[src/design/mma_pkg.sv]
// mma_pkg: shared types, event codes and limits of the mouse motion accumulator
// used by the channel interfaces, controller, datapath and top level
package mma_pkg;

    // default sizing of the record store
    localparam int DEF_MOUSE_COUNT = 16;
    localparam int DEF_ACCUM_LIMIT = 2048;

    // the mouse index field addresses at most this many records
    localparam int MOUSE_FIELD_DEPTH = 16;

    // packet limits
    localparam int         PKT_LIMIT   = 127;
    localparam logic [7:0] STATUS_MARK = 8'h80;

    // event kinds
    localparam logic [2:0] KIND_MOTION_BTN = 3'd0;
    localparam logic [2:0] KIND_MOTION     = 3'd1;
    localparam logic [2:0] KIND_BUTTON     = 3'd2;
    localparam logic [2:0] KIND_READ       = 3'd3;
    localparam logic [2:0] KIND_OPEN       = 3'd4;

    // one input event
    typedef struct packed {
        logic [2:0]        kind;
        logic [3:0]        mouse;
        logic signed [11:0] delta_x;
        logic signed [11:0] delta_y;
        logic [7:0]        new_buttons;
        logic [7:0]        clear_mask;
        logic [7:0]        toggle_mask;
    } event_t;

    // one result
    typedef struct packed {
        logic              notify;
        logic              packet_valid;
        logic              no_data;
        logic [7:0]        status_byte;
        logic signed [7:0] out_x;
        logic signed [7:0] out_y;
        logic              still_ready;
    } result_t;

    // controller to datapath commands
    typedef struct packed {
        logic load_item;
        logic exec;
    } cmd_t;

endpackage

[src/design/mma_if.sv]
// mma channel interfaces: event, result and configuration channels
// depends on mma_pkg for the payload types
interface mma_req_if;
    logic              valid;
    logic              ready;
    mma_pkg::event_t   data;

    modport source (output valid, output data, input ready);
    modport sink   (input valid, input data, output ready);
endinterface

interface mma_rsp_if;
    logic              valid;
    logic              ready;
    mma_pkg::result_t  data;

    modport source (output valid, output data, input ready);
    modport sink   (input valid, input data, output ready);
endinterface

interface mma_cfg_if;
    logic       valid;
    logic       ready;
    logic [7:0] data;

    modport source (output valid, output data, input ready);
    modport sink   (input valid, input data, output ready);
endinterface

[src/design/mouse_motion_accumulator_unit.sv]
// mouse_motion_accumulator_unit: top level joining controller and datapath
// depends on mma_pkg, mma_if, mma_ctrl and mma_datapath
//
//   channel | modport | transfer carries
//   --------+---------+----------------------------------------------
//   req     | sink    | one event: kind, mouse, deltas, button masks
//   rsp     | source  | one result: flags, packet bytes, ready flag
//   cfg     | sink    | init_buttons write data, always ready
//
// each event is taken at the transfer edge, then the execute state reads, updates
// and writes the addressed record in the register store
// a new event is taken as the previous result transfers, so back-to-back
// traffic holds one event in flight at a time; a stalled rsp holds req off
// reset clears all records, init_buttons and the control state at once
module mouse_motion_accumulator_unit
#(
    parameter int MOUSE_COUNT = mma_pkg::DEF_MOUSE_COUNT,
    parameter int ACCUM_LIMIT = mma_pkg::DEF_ACCUM_LIMIT
)
(
    input  logic     clk,
    input  logic     rst_n,
    mma_req_if.sink  req,
    mma_rsp_if.source rsp,
    mma_cfg_if.sink  cfg
);

    mma_pkg::cmd_t cmd;
    logic          in_ready;
    logic          out_valid;

    // sequencing
    mma_ctrl u_ctrl
    (
        .clk       (clk),
        .rst_n     (rst_n),
        .in_valid  (req.valid),
        .in_ready  (in_ready),
        .out_valid (out_valid),
        .out_ready (rsp.ready),
        .cmd       (cmd)
    );

    // records and update logic
    mma_datapath
    #(
        .MOUSE_COUNT (MOUSE_COUNT),
        .ACCUM_LIMIT (ACCUM_LIMIT)
    )
    u_datapath
    (
        .clk      (clk),
        .rst_n    (rst_n),
        .cmd      (cmd),
        .item     (req.data),
        .cfg_we   (cfg.valid),
        .cfg_data (cfg.data),
        .result   (rsp.data)
    );

    // handshake outputs
    assign req.ready = in_ready;
    assign rsp.valid = out_valid;
    assign cfg.ready = 1'b1;

`ifndef SYNTH
    // at most one kind of outcome per result
    a_one_outcome: assert property (@(posedge clk) disable iff (!rst_n)
        rsp.valid |-> $onehot0({rsp.data.notify, rsp.data.packet_valid, rsp.data.no_data}))
        else $error("more than one outcome flag set");

    // packet bytes are zero unless a packet was given
    a_empty_packet: assert property (@(posedge clk) disable iff (!rst_n)
        (rsp.valid && !rsp.data.packet_valid) |->
        (rsp.data.out_x == '0 && rsp.data.out_y == '0 && rsp.data.status_byte == '0))
        else $error("packet bytes set without a packet");

    // one event in flight: no transfer in the cycle after a transfer
    a_single_flight: assert property (@(posedge clk) disable iff (!rst_n)
        (req.valid && req.ready) |=> !req.ready)
        else $error("event taken while another executes");

    // a taken event yields a result once its execute state has passed
    a_result_follows: assert property (@(posedge clk) disable iff (!rst_n)
        (req.valid && req.ready) |-> ##2 rsp.valid)
        else $error("no result after an event");
`endif

endmodule

[src/design/mma_ctrl.sv]
// mma_ctrl: state machine sequencing accept, execute and result transfer
// depends on mma_pkg for the command struct
module mma_ctrl
(
    input  logic          clk,
    input  logic          rst_n,
    input  logic          in_valid,
    output logic          in_ready,
    output logic          out_valid,
    input  logic          out_ready,
    output mma_pkg::cmd_t cmd
);

    localparam logic S_IDLE = 1'b0;
    localparam logic S_EXEC = 1'b1;

    logic state_reg;
    logic state_next;
    logic out_valid_reg;
    logic out_valid_next;
    logic accept;

    // take an event while idle, once the result register is free or being emptied
    assign in_ready  = (state_reg == S_IDLE) && (!out_valid_reg || out_ready);
    assign accept    = in_valid && in_ready;
    assign out_valid = out_valid_reg;

    assign cmd.load_item = accept;
    assign cmd.exec      = (state_reg == S_EXEC);

    // next state
    always_comb
    begin
        state_next = state_reg;
        unique case (state_reg)
            S_IDLE:
            begin
                if (accept)
                begin
                    state_next = S_EXEC;
                end
            end
            S_EXEC:
            begin
                state_next = S_IDLE;
            end
            default:
            begin
                state_next = S_IDLE;
            end
        endcase
    end

    // result register occupancy
    always_comb
    begin
        priority if (state_reg == S_EXEC)
        begin
            out_valid_next = 1'b1;
        end
        else if (out_ready)
        begin
            out_valid_next = 1'b0;
        end
        else
        begin
            out_valid_next = out_valid_reg;
        end
    end

    always_ff @(posedge clk or negedge rst_n)
    begin
        if (!rst_n)
        begin
            state_reg     <= S_IDLE;
            out_valid_reg <= 1'b0;
        end
        else
        begin
            state_reg     <= state_next;
            out_valid_reg <= out_valid_next;
        end
    end

endmodule

[src/design/mma_datapath.sv]
// mma_datapath: event register, mouse record store, update logic, result register
// depends on mma_pkg for types, event codes and packet limits
module mma_datapath
#(
    parameter int MOUSE_COUNT = mma_pkg::DEF_MOUSE_COUNT,
    parameter int ACCUM_LIMIT = mma_pkg::DEF_ACCUM_LIMIT
)
(
    input  logic             clk,
    input  logic             rst_n,
    input  mma_pkg::cmd_t    cmd,
    input  mma_pkg::event_t  item,
    input  logic             cfg_we,
    input  logic [7:0]       cfg_data,
    output mma_pkg::result_t result
);

    // records beyond the reach of the index field are never addressed
    localparam int REC_DEPTH = (MOUSE_COUNT < mma_pkg::MOUSE_FIELD_DEPTH) ?
                               MOUSE_COUNT : mma_pkg::MOUSE_FIELD_DEPTH;
    localparam int IDX_W = (REC_DEPTH > 1) ? $clog2(REC_DEPTH) : 1;
    localparam int ACC_W = $clog2(ACCUM_LIMIT) + 2;
    localparam int SUM_W = ((ACC_W > 12) ? ACC_W : 12) + 1;

    localparam logic signed [SUM_W-1:0] LIM_POS = SUM_W'(ACCUM_LIMIT);
    localparam logic signed [SUM_W-1:0] LIM_NEG = -LIM_POS;
    localparam logic signed [ACC_W-1:0] PKT_POS = ACC_W'(mma_pkg::PKT_LIMIT);
    localparam logic signed [ACC_W-1:0] PKT_NEG = -PKT_POS;

    mma_pkg::event_t         item_reg;
    mma_pkg::result_t        result_reg;
    mma_pkg::result_t        result_next;
    logic [7:0]              init_btn_reg;

    logic [7:0]              btn_reg [REC_DEPTH];
    logic signed [ACC_W-1:0] x_reg   [REC_DEPTH];
    logic signed [ACC_W-1:0] y_reg   [REC_DEPTH];
    logic                    rdy_reg [REC_DEPTH];

    logic                    in_range;
    logic [IDX_W-1:0]        idx;
    logic [7:0]              old_btn;
    logic signed [ACC_W-1:0] old_x;
    logic signed [ACC_W-1:0] old_y;
    logic                    old_rdy;

    logic                    is_motion;
    logic [7:0]              mot_btn;
    logic signed [11:0]      mot_dx;
    logic signed [11:0]      mot_dy;
    logic                    changed;
    logic signed [SUM_W-1:0] sum_x;
    logic signed [SUM_W-1:0] sum_y;
    logic signed [ACC_W-1:0] sat_x;
    logic signed [ACC_W-1:0] sat_y;
    logic signed [ACC_W-1:0] pkt_x;
    logic signed [ACC_W-1:0] pkt_y;
    logic signed [ACC_W-1:0] rem_x;
    logic signed [ACC_W-1:0] rem_y;

    logic                    wr_en;
    logic [7:0]              new_btn;
    logic signed [ACC_W-1:0] new_x;
    logic signed [ACC_W-1:0] new_y;
    logic                    new_rdy;

    assign result = result_reg;

    // record read at the addressed mouse
    assign in_range = (int'(item_reg.mouse) < MOUSE_COUNT);
    assign idx      = in_range ? item_reg.mouse[IDX_W-1:0] : '0;
    assign old_btn  = btn_reg[idx];
    assign old_x    = x_reg[idx];
    assign old_y    = y_reg[idx];
    assign old_rdy  = rdy_reg[idx];

    // motion operands for the three motion-like kinds
    always_comb
    begin
        is_motion = 1'b1;
        mot_dx    = item_reg.delta_x;
        mot_dy    = item_reg.delta_y;
        mot_btn   = old_btn;
        unique case (item_reg.kind)
            mma_pkg::KIND_MOTION_BTN:
            begin
                mot_btn = item_reg.new_buttons;
            end
            mma_pkg::KIND_MOTION:
            begin
                mot_btn = old_btn;
            end
            mma_pkg::KIND_BUTTON:
            begin
                mot_dx  = '0;
                mot_dy  = '0;
                mot_btn = (old_btn & ~item_reg.clear_mask) ^ item_reg.toggle_mask;
            end
            default:
            begin
                is_motion = 1'b0;
            end
        endcase
    end

    assign changed = (mot_dx != '0) || (mot_dy != '0) || (mot_btn != old_btn);

    // saturating accumulate
    assign sum_x = SUM_W'(old_x) + SUM_W'(mot_dx);
    assign sum_y = SUM_W'(old_y) + SUM_W'(mot_dy);

    always_comb
    begin
        priority if (sum_x > LIM_POS)
        begin
            sat_x = ACC_W'(LIM_POS);
        end
        else if (sum_x < LIM_NEG)
        begin
            sat_x = ACC_W'(LIM_NEG);
        end
        else
        begin
            sat_x = sum_x[ACC_W-1:0];
        end
    end

    always_comb
    begin
        priority if (sum_y > LIM_POS)
        begin
            sat_y = ACC_W'(LIM_POS);
        end
        else if (sum_y < LIM_NEG)
        begin
            sat_y = ACC_W'(LIM_NEG);
        end
        else
        begin
            sat_y = sum_y[ACC_W-1:0];
        end
    end

    // packet clamp and remainder
    always_comb
    begin
        priority if (old_x > PKT_POS)
        begin
            pkt_x = PKT_POS;
        end
        else if (old_x < PKT_NEG)
        begin
            pkt_x = PKT_NEG;
        end
        else
        begin
            pkt_x = old_x;
        end
        priority if (old_y > PKT_POS)
        begin
            pkt_y = PKT_POS;
        end
        else if (old_y < PKT_NEG)
        begin
            pkt_y = PKT_NEG;
        end
        else
        begin
            pkt_y = old_y;
        end
    end

    assign rem_x = old_x - pkt_x;
    assign rem_y = old_y - pkt_y;

    // record update and result per kind
    always_comb
    begin
        wr_en       = 1'b0;
        new_btn     = old_btn;
        new_x       = old_x;
        new_y       = old_y;
        new_rdy     = old_rdy;
        result_next = '0;
        if (in_range)
        begin
            if (is_motion)
            begin
                if (changed)
                begin
                    wr_en              = 1'b1;
                    new_btn            = mot_btn;
                    new_x              = sat_x;
                    new_y              = sat_y;
                    new_rdy            = 1'b1;
                    result_next.notify = 1'b1;
                end
            end
            else if (item_reg.kind == mma_pkg::KIND_READ)
            begin
                if (!old_rdy)
                begin
                    result_next.no_data = 1'b1;
                end
                else
                begin
                    wr_en                    = 1'b1;
                    new_x                    = rem_x;
                    new_y                    = rem_y;
                    new_rdy                  = (rem_x != '0) || (rem_y != '0);
                    result_next.packet_valid = 1'b1;
                    result_next.status_byte  = old_btn | mma_pkg::STATUS_MARK;
                    result_next.out_x        = pkt_x[7:0];
                    result_next.out_y        = pkt_y[7:0];
                end
            end
            else if (item_reg.kind == mma_pkg::KIND_OPEN)
            begin
                wr_en   = 1'b1;
                new_btn = init_btn_reg;
                new_x   = '0;
                new_y   = '0;
                new_rdy = 1'b0;
            end
            result_next.still_ready = new_rdy;
        end
    end

    // event and result registers
    always_ff @(posedge clk)
    begin
        if (cmd.load_item)
        begin
            item_reg <= item;
        end
        if (cmd.exec)
        begin
            result_reg <= result_next;
        end
    end

    // configuration register
    always_ff @(posedge clk or negedge rst_n)
    begin
        if (!rst_n)
        begin
            init_btn_reg <= '0;
        end
        else if (cfg_we)
        begin
            init_btn_reg <= cfg_data;
        end
    end

    // mouse record store, cleared by reset
    always_ff @(posedge clk or negedge rst_n)
    begin
        if (!rst_n)
        begin
            for (int i = 0; i < REC_DEPTH; i++)
            begin
                btn_reg[i] <= '0;
                x_reg[i]   <= '0;
                y_reg[i]   <= '0;
                rdy_reg[i] <= 1'b0;
            end
        end
        else if (cmd.exec && wr_en)
        begin
            btn_reg[idx] <= new_btn;
            x_reg[idx]   <= new_x;
            y_reg[idx]   <= new_y;
            rdy_reg[idx] <= new_rdy;
        end
    end

endmodule

[src/flat_wrapper.sv]
// flat-port wrapper written by rule: the top's interface ports become plain ports
module mouse_motion_accumulator_unit_flat 
#(
    parameter int MOUSE_COUNT = mma_pkg::DEF_MOUSE_COUNT,
    parameter int ACCUM_LIMIT = mma_pkg::DEF_ACCUM_LIMIT
)
  (clk, rst_n, req_valid, req_data, req_ready, rsp_valid, rsp_data, rsp_ready, cfg_valid, cfg_data, cfg_ready);
  mma_req_if req_i ();
  mma_rsp_if rsp_i ();
  mma_cfg_if cfg_i ();
  input  logic clk;
  input  logic rst_n;
  input wire logic [$bits(req_i.valid)-1:0] req_valid;
  input wire logic [$bits(req_i.data)-1:0] req_data;
  output wire logic [$bits(req_i.ready)-1:0] req_ready;
  output wire logic [$bits(rsp_i.valid)-1:0] rsp_valid;
  output wire logic [$bits(rsp_i.data)-1:0] rsp_data;
  input wire logic [$bits(rsp_i.ready)-1:0] rsp_ready;
  input wire logic [$bits(cfg_i.valid)-1:0] cfg_valid;
  input wire logic [$bits(cfg_i.data)-1:0] cfg_data;
  output wire logic [$bits(cfg_i.ready)-1:0] cfg_ready;
  assign req_i.valid = req_valid;
  assign req_i.data = req_data;
  assign req_ready = req_i.ready;
  assign rsp_valid = rsp_i.valid;
  assign rsp_data = rsp_i.data;
  assign rsp_i.ready = rsp_ready;
  assign cfg_i.valid = cfg_valid;
  assign cfg_i.data = cfg_data;
  assign cfg_ready = cfg_i.ready;
  mouse_motion_accumulator_unit #(.MOUSE_COUNT(MOUSE_COUNT), .ACCUM_LIMIT(ACCUM_LIMIT)) u_core (.clk(clk), .rst_n(rst_n), .req(req_i), .rsp(rsp_i), .cfg(cfg_i));
endmodule
[config.mk]
export PLATFORM = sky130hd
export DESIGN_NAME = mouse_motion_accumulator_unit_flat
export DESIGN_NICKNAME = d
export VERILOG_FILES = /design/src/design/mma_pkg.sv /design/src/design/mma_if.sv /design/src/design/mouse_motion_accumulator_unit.sv /design/src/design/mma_ctrl.sv /design/src/design/mma_datapath.sv /design/src/flat_wrapper.sv
export SDC_FILE = /design/constraint.sdc
export NUM_CORES = 1
export LEC_CHECK = 0
export BUFFER_PORTS_ARGS = -buffer_cell sky130_fd_sc_hd__buf_2
export CAP_MARGIN = 20
export CORE_ASPECT_RATIO = 1.5
export CORE_UTILIZATION = 23
export DETAILED_ROUTE_END_ITERATION = 8
export REMOVE_ABC_BUFFERS = 1
export SLEW_MARGIN = 20
export SYNTH_ARGS = -nofsm -noshare
export SYNTH_HDL_FRONTEND = slang
export SYNTH_SLANG_ARGS = --single-unit
export TNS_END_PERCENT = 1
[constraint.sdc]
create_clock -name clk -period 7.6 [get_ports clk]
set_clock_uncertainty 0.2 [all_clocks]
set_input_delay 0.76 -clock clk [delete_from_list [all_inputs] [get_ports clk]]
set_output_delay 0.76 -clock clk [all_outputs]
set_load 0.05 [all_outputs]
==> results.yml <==
power:
  power.switching_mw: 3.83
  p_clk_frac: 0.312
  power_mw: 11.5
  p_per_area_nw_per_um2: 308
  p_comb_frac: 0.292
  p_sw_frac: 0.334
  ir_worst_vdd_v: 0.000160
  p_leak_nw: 15.5
  pwr-share-seq: 0.396
  p_int_mw: 7.63
critical_path:
  critical_path_class: "flip-flop to flip-flop"
  start_kind: "flip-flop"
  cp_max_fo: 26
  worstPathCellList: "buf_12 -> mux4_2 -> mux4_2 -> or4_1 -> nor4_1 -> or3_1 -> ha_1 -> or3_1 -> ha_1 -> fa_1 -> nor2b_1 -> o21ai_0 -> a21boi_1 -> o221ai_1 -> o21ai_0 -> a31oi_1 -> xor2_1 -> or4_1 -> nor4_4 -> buf_4 -> nor2b_1"
  required_ps: 7790
  endpoint_kind: "flip-flop"
  cp_slowest_stage_delay_ps: 610
  slowest_stage: "mux4_2"
  cp.arrival_ps: 7370
yosys:
  synth_top_area_share: 0.448
  async_reset_ff_frac: 0.874
  synthXorXnorAreaFrac: 0.0118
  synth_compound_area_frac: 0.159
  muxShareOfSynthArea: 0.128
  synth_fa_ha_area_frac: 0.0222
  ys_types: 84
  yosys.area.top_type: "dfrtp_1"
  ys.flop_type: "dfrtp_1"
  ys_ff_latch: 652
  synth_edf_count: 82
  syn_area_per_cell_um2: 10.8
  synthSimpleGateAreaFrac: 0.116
  synth_top_family_by_area: "compound AO/OA/AOI/OAI gates"
  ys_top_cells_by_area: "dfrtp_1 (45%), mux4_2 (11%), edfxtp_1 (7.7%)"
  synthCells: 2955
  yosys_warnings: 0
  yosysSeqAreaShare: 0.525
  synthesis.area_um2: 31800
clock_network:
  holdBufCountCts: 0
  cts_tree: "yes"
  cts-root-buf: "clkbuf_16"
  cts.clk_slew.worst_paths_ps: 60
  clkLatencyLatePin_ps: 640
  clock_path_buffers: 3
  cts_sinks: 652
  htree_num_levels: 3
  cts-buffers-inserted: 71
floorplanning:
  start_util: 0.233
  ios: 99
  dieArea_um2: 140000
  core_area_um2: 137000
  die_w_um: 306
  die_height_um: 458
  num_rows: 166
detailed_routing:
  viasPerCell: 4.83
  via_count: 23400
  drc: 0
  drtIter0Drc: 1791
  wl_per_cell_um: 19.7
  antenna_left: 0
  drt-total-wl_um: 95100
  dr.pass1.iters: 6
sta:
  worst_pin_slew_ps: 1010
  max_slew_margin: 0.321
  finalSetupTns_ps: 0
  timing_hold_violations_final: 11
  layout_min_cycle_time_ps: 7180
  setup_viol: 0
  period_share: 0.945
  drv_slew: 0
  max_freq_ghz: 0.139
  rsz0062_at_grt: "no"
  setup_ws_ps: 418
  hold_slack_ps: -30.4
status:
  violations: "negative hold slack"
  status: "finished with violations"
placement:
  placed_area_um2: 34800
  dpl.hpwl_um: 63100
  place_ws_ps: 61.4
  place_congestion: 0.904
  io_buffers: 97
global_routing:
  track_usage: 0.136
  grt_max_degree: 164
  grt.overflow.total: 0
  antenna_found_initial: 2
  grt_pass1_vias: 23800
  grt_pass1_wl_um: 146000
finish:
  nets: 3141
  drive_gt1_frac: 0.183
  syn_to_final_growth_pct: 16.8
  fin_area_um2: 37200
run:
  maxCapViolations: 0
min_path:
  hp-class: "primary input to asynchronous set/reset pin"
-- area by class of cell --
type / count / area, um2
diodes: 1 / 2.50
well taps: 1764 / 2210
repair buffers: 222 / 1590
multi-input cells: 2039 / 14100
flip-flops and latches: 652 / 16700
inverters: 33 / 124
clock inverters: 32 / 393
clock buffers: 98 / 2020
fillers: 14200 / 99700
-- path summary, 6_finish.rpt --
path,start,endpoint,slack [ps],cells past startpoint
worst max-delay path,u_core.u_datapath.idx[0],u_core.u_datapath.result[0],420,21
worst min-delay path,rst_n,u_core.u_datapath.y_reg[70],-30,1
worst max register to register,u_core.u_datapath.idx[0],u_core.u_datapath.result[0],420,21
worst min register to register,u_core.u_datapath.btn_reg[45],u_core.u_datapath.btn_reg[45],270,2
max in group asynchronous,rst_n,u_core.u_datapath.y_reg[173],5610,2
min in group clk,req_data[24],u_core.u_datapath.item_reg[24],90,1
-- per-layer routing --
layer / share of wire / GRT usage / vias up
li1: - / - / 10800
met1: 0.41 / 0.165 / 11800
met5: 0 / 0 / -
met2: 0.50 / 0.235 / 645
met3: 0.048 / 0.0192 / 208
met4: 0.047 / 0.0675 / 0
-- synth_stat cells (5+ instances only) --
master	n
clkbuf_1	122
o21bai_1	9
a22o_1	6
a222oi_1	6
mux2i_1	23
mux4_2	162
nor2_1	252
buf_1	14
mux2_2	16
a221oi_1	8
o2111ai_1	6
o211ai_1	7
nor2b_1	37
a2111o_1	6
ha_1	50
and3_1	6
a31oi_1	8
buf_6	7
nand4_1	5
nand3_1	24
a221oi_2	7
nor3_1	22
a22oi_1	15
nand2b_1	7
a21oi_1	250
o21a_1	11
buf_4	22
and2_1	16
edfxtp_1	82
buf_2	66
dfrtp_1	570
xor2_1	16
a21o_1	24
a211oi_1	17
xnor2_1	27
inv_1	28
a211o_1	14
or3_1	11
nand2_1	447
o31ai_1	5
o21ai_0	420
nor4_1	18
-- power groups by stage --
stage | Combinational [mW] | Clock, mW | Sequential (mW)
after floorplan | 2.24 | 0 | 4.54
after global placement | 3.27 | 0 | 4.56
after detailed placement | 3.32 | 0 | 4.59
after CTS | 3.33 | 3.65 | 4.53
after global routing | 3.69 | 3.79 | 4.60
final | 3.35 | 3.58 | 4.53
-- layout by cell type, fill, tap and decap left out, types with 8 or more instances in the layout --
cell         n
xor2_1      16
a22oi_1     15
buf_4      112
a211oi_4    12
a21o_1      24
nand3_1     24
mux2i_1     23
nand2_1    447
clkinv_2    10
buf_12      12
nor2_1     250
edfxtp_1    82
inv_1       28
o21bai_1     9
clkbuf_8    12
a221oi_1     8
nor4_1      18
a211o_1     14
a31oi_1      8
ha_1        50
buf_2       96
o21a_1      11
o21ai_0    420
or3_1       11
and2_1      15
clkbuf_16   72
a21oi_1    247
nor3_1      22
mux2_2      16
clkbuf_1    14
xnor2_1     27
mux4_2     162
nor2b_1     37
dfrtp_1    569
-- metrics by stage --
step / instances / utilization
floorplan: 2724 / -
global placement: 4710 / 0.254
detailed placement: 4710 / 0.254
CTS: 4840 / 0.272
global route: 4841 / 0.272
finish: 4841 / 0.272
-- critical path, delay by kind of cell (launching register included) --
kind | cells | cell delay [ps]
AO/OA/AOI/OAI | 5 | 1060
XOR/XNOR | 1 | 190
adder cells (fa/ha/maj) | 3 | 940
buffers and inverters | 2 | 510
flip-flops | 1 | 450
multiplexers | 2 | 1140
AND/OR/NAND/NOR | 8 | 2400
-- kinds of logic after synthesis --
family,after synthesis
buffers and inverters,264
and+or+nand+nor,870
xor gates and xnor gates,43
other,1
AOI/OAI and AO/OA,870
adders and majority gates,54
muxes,201
DFF,652
-- timing repair --
| item | CTS | global route |
|---|---|---|
| endpoints found under the setup margin | 0 | 34 |
| resized for setup | 0 | 6 |
| setup buffers | 0 | 0 |
Note: power is estimated with default switching activity, not from simulation.
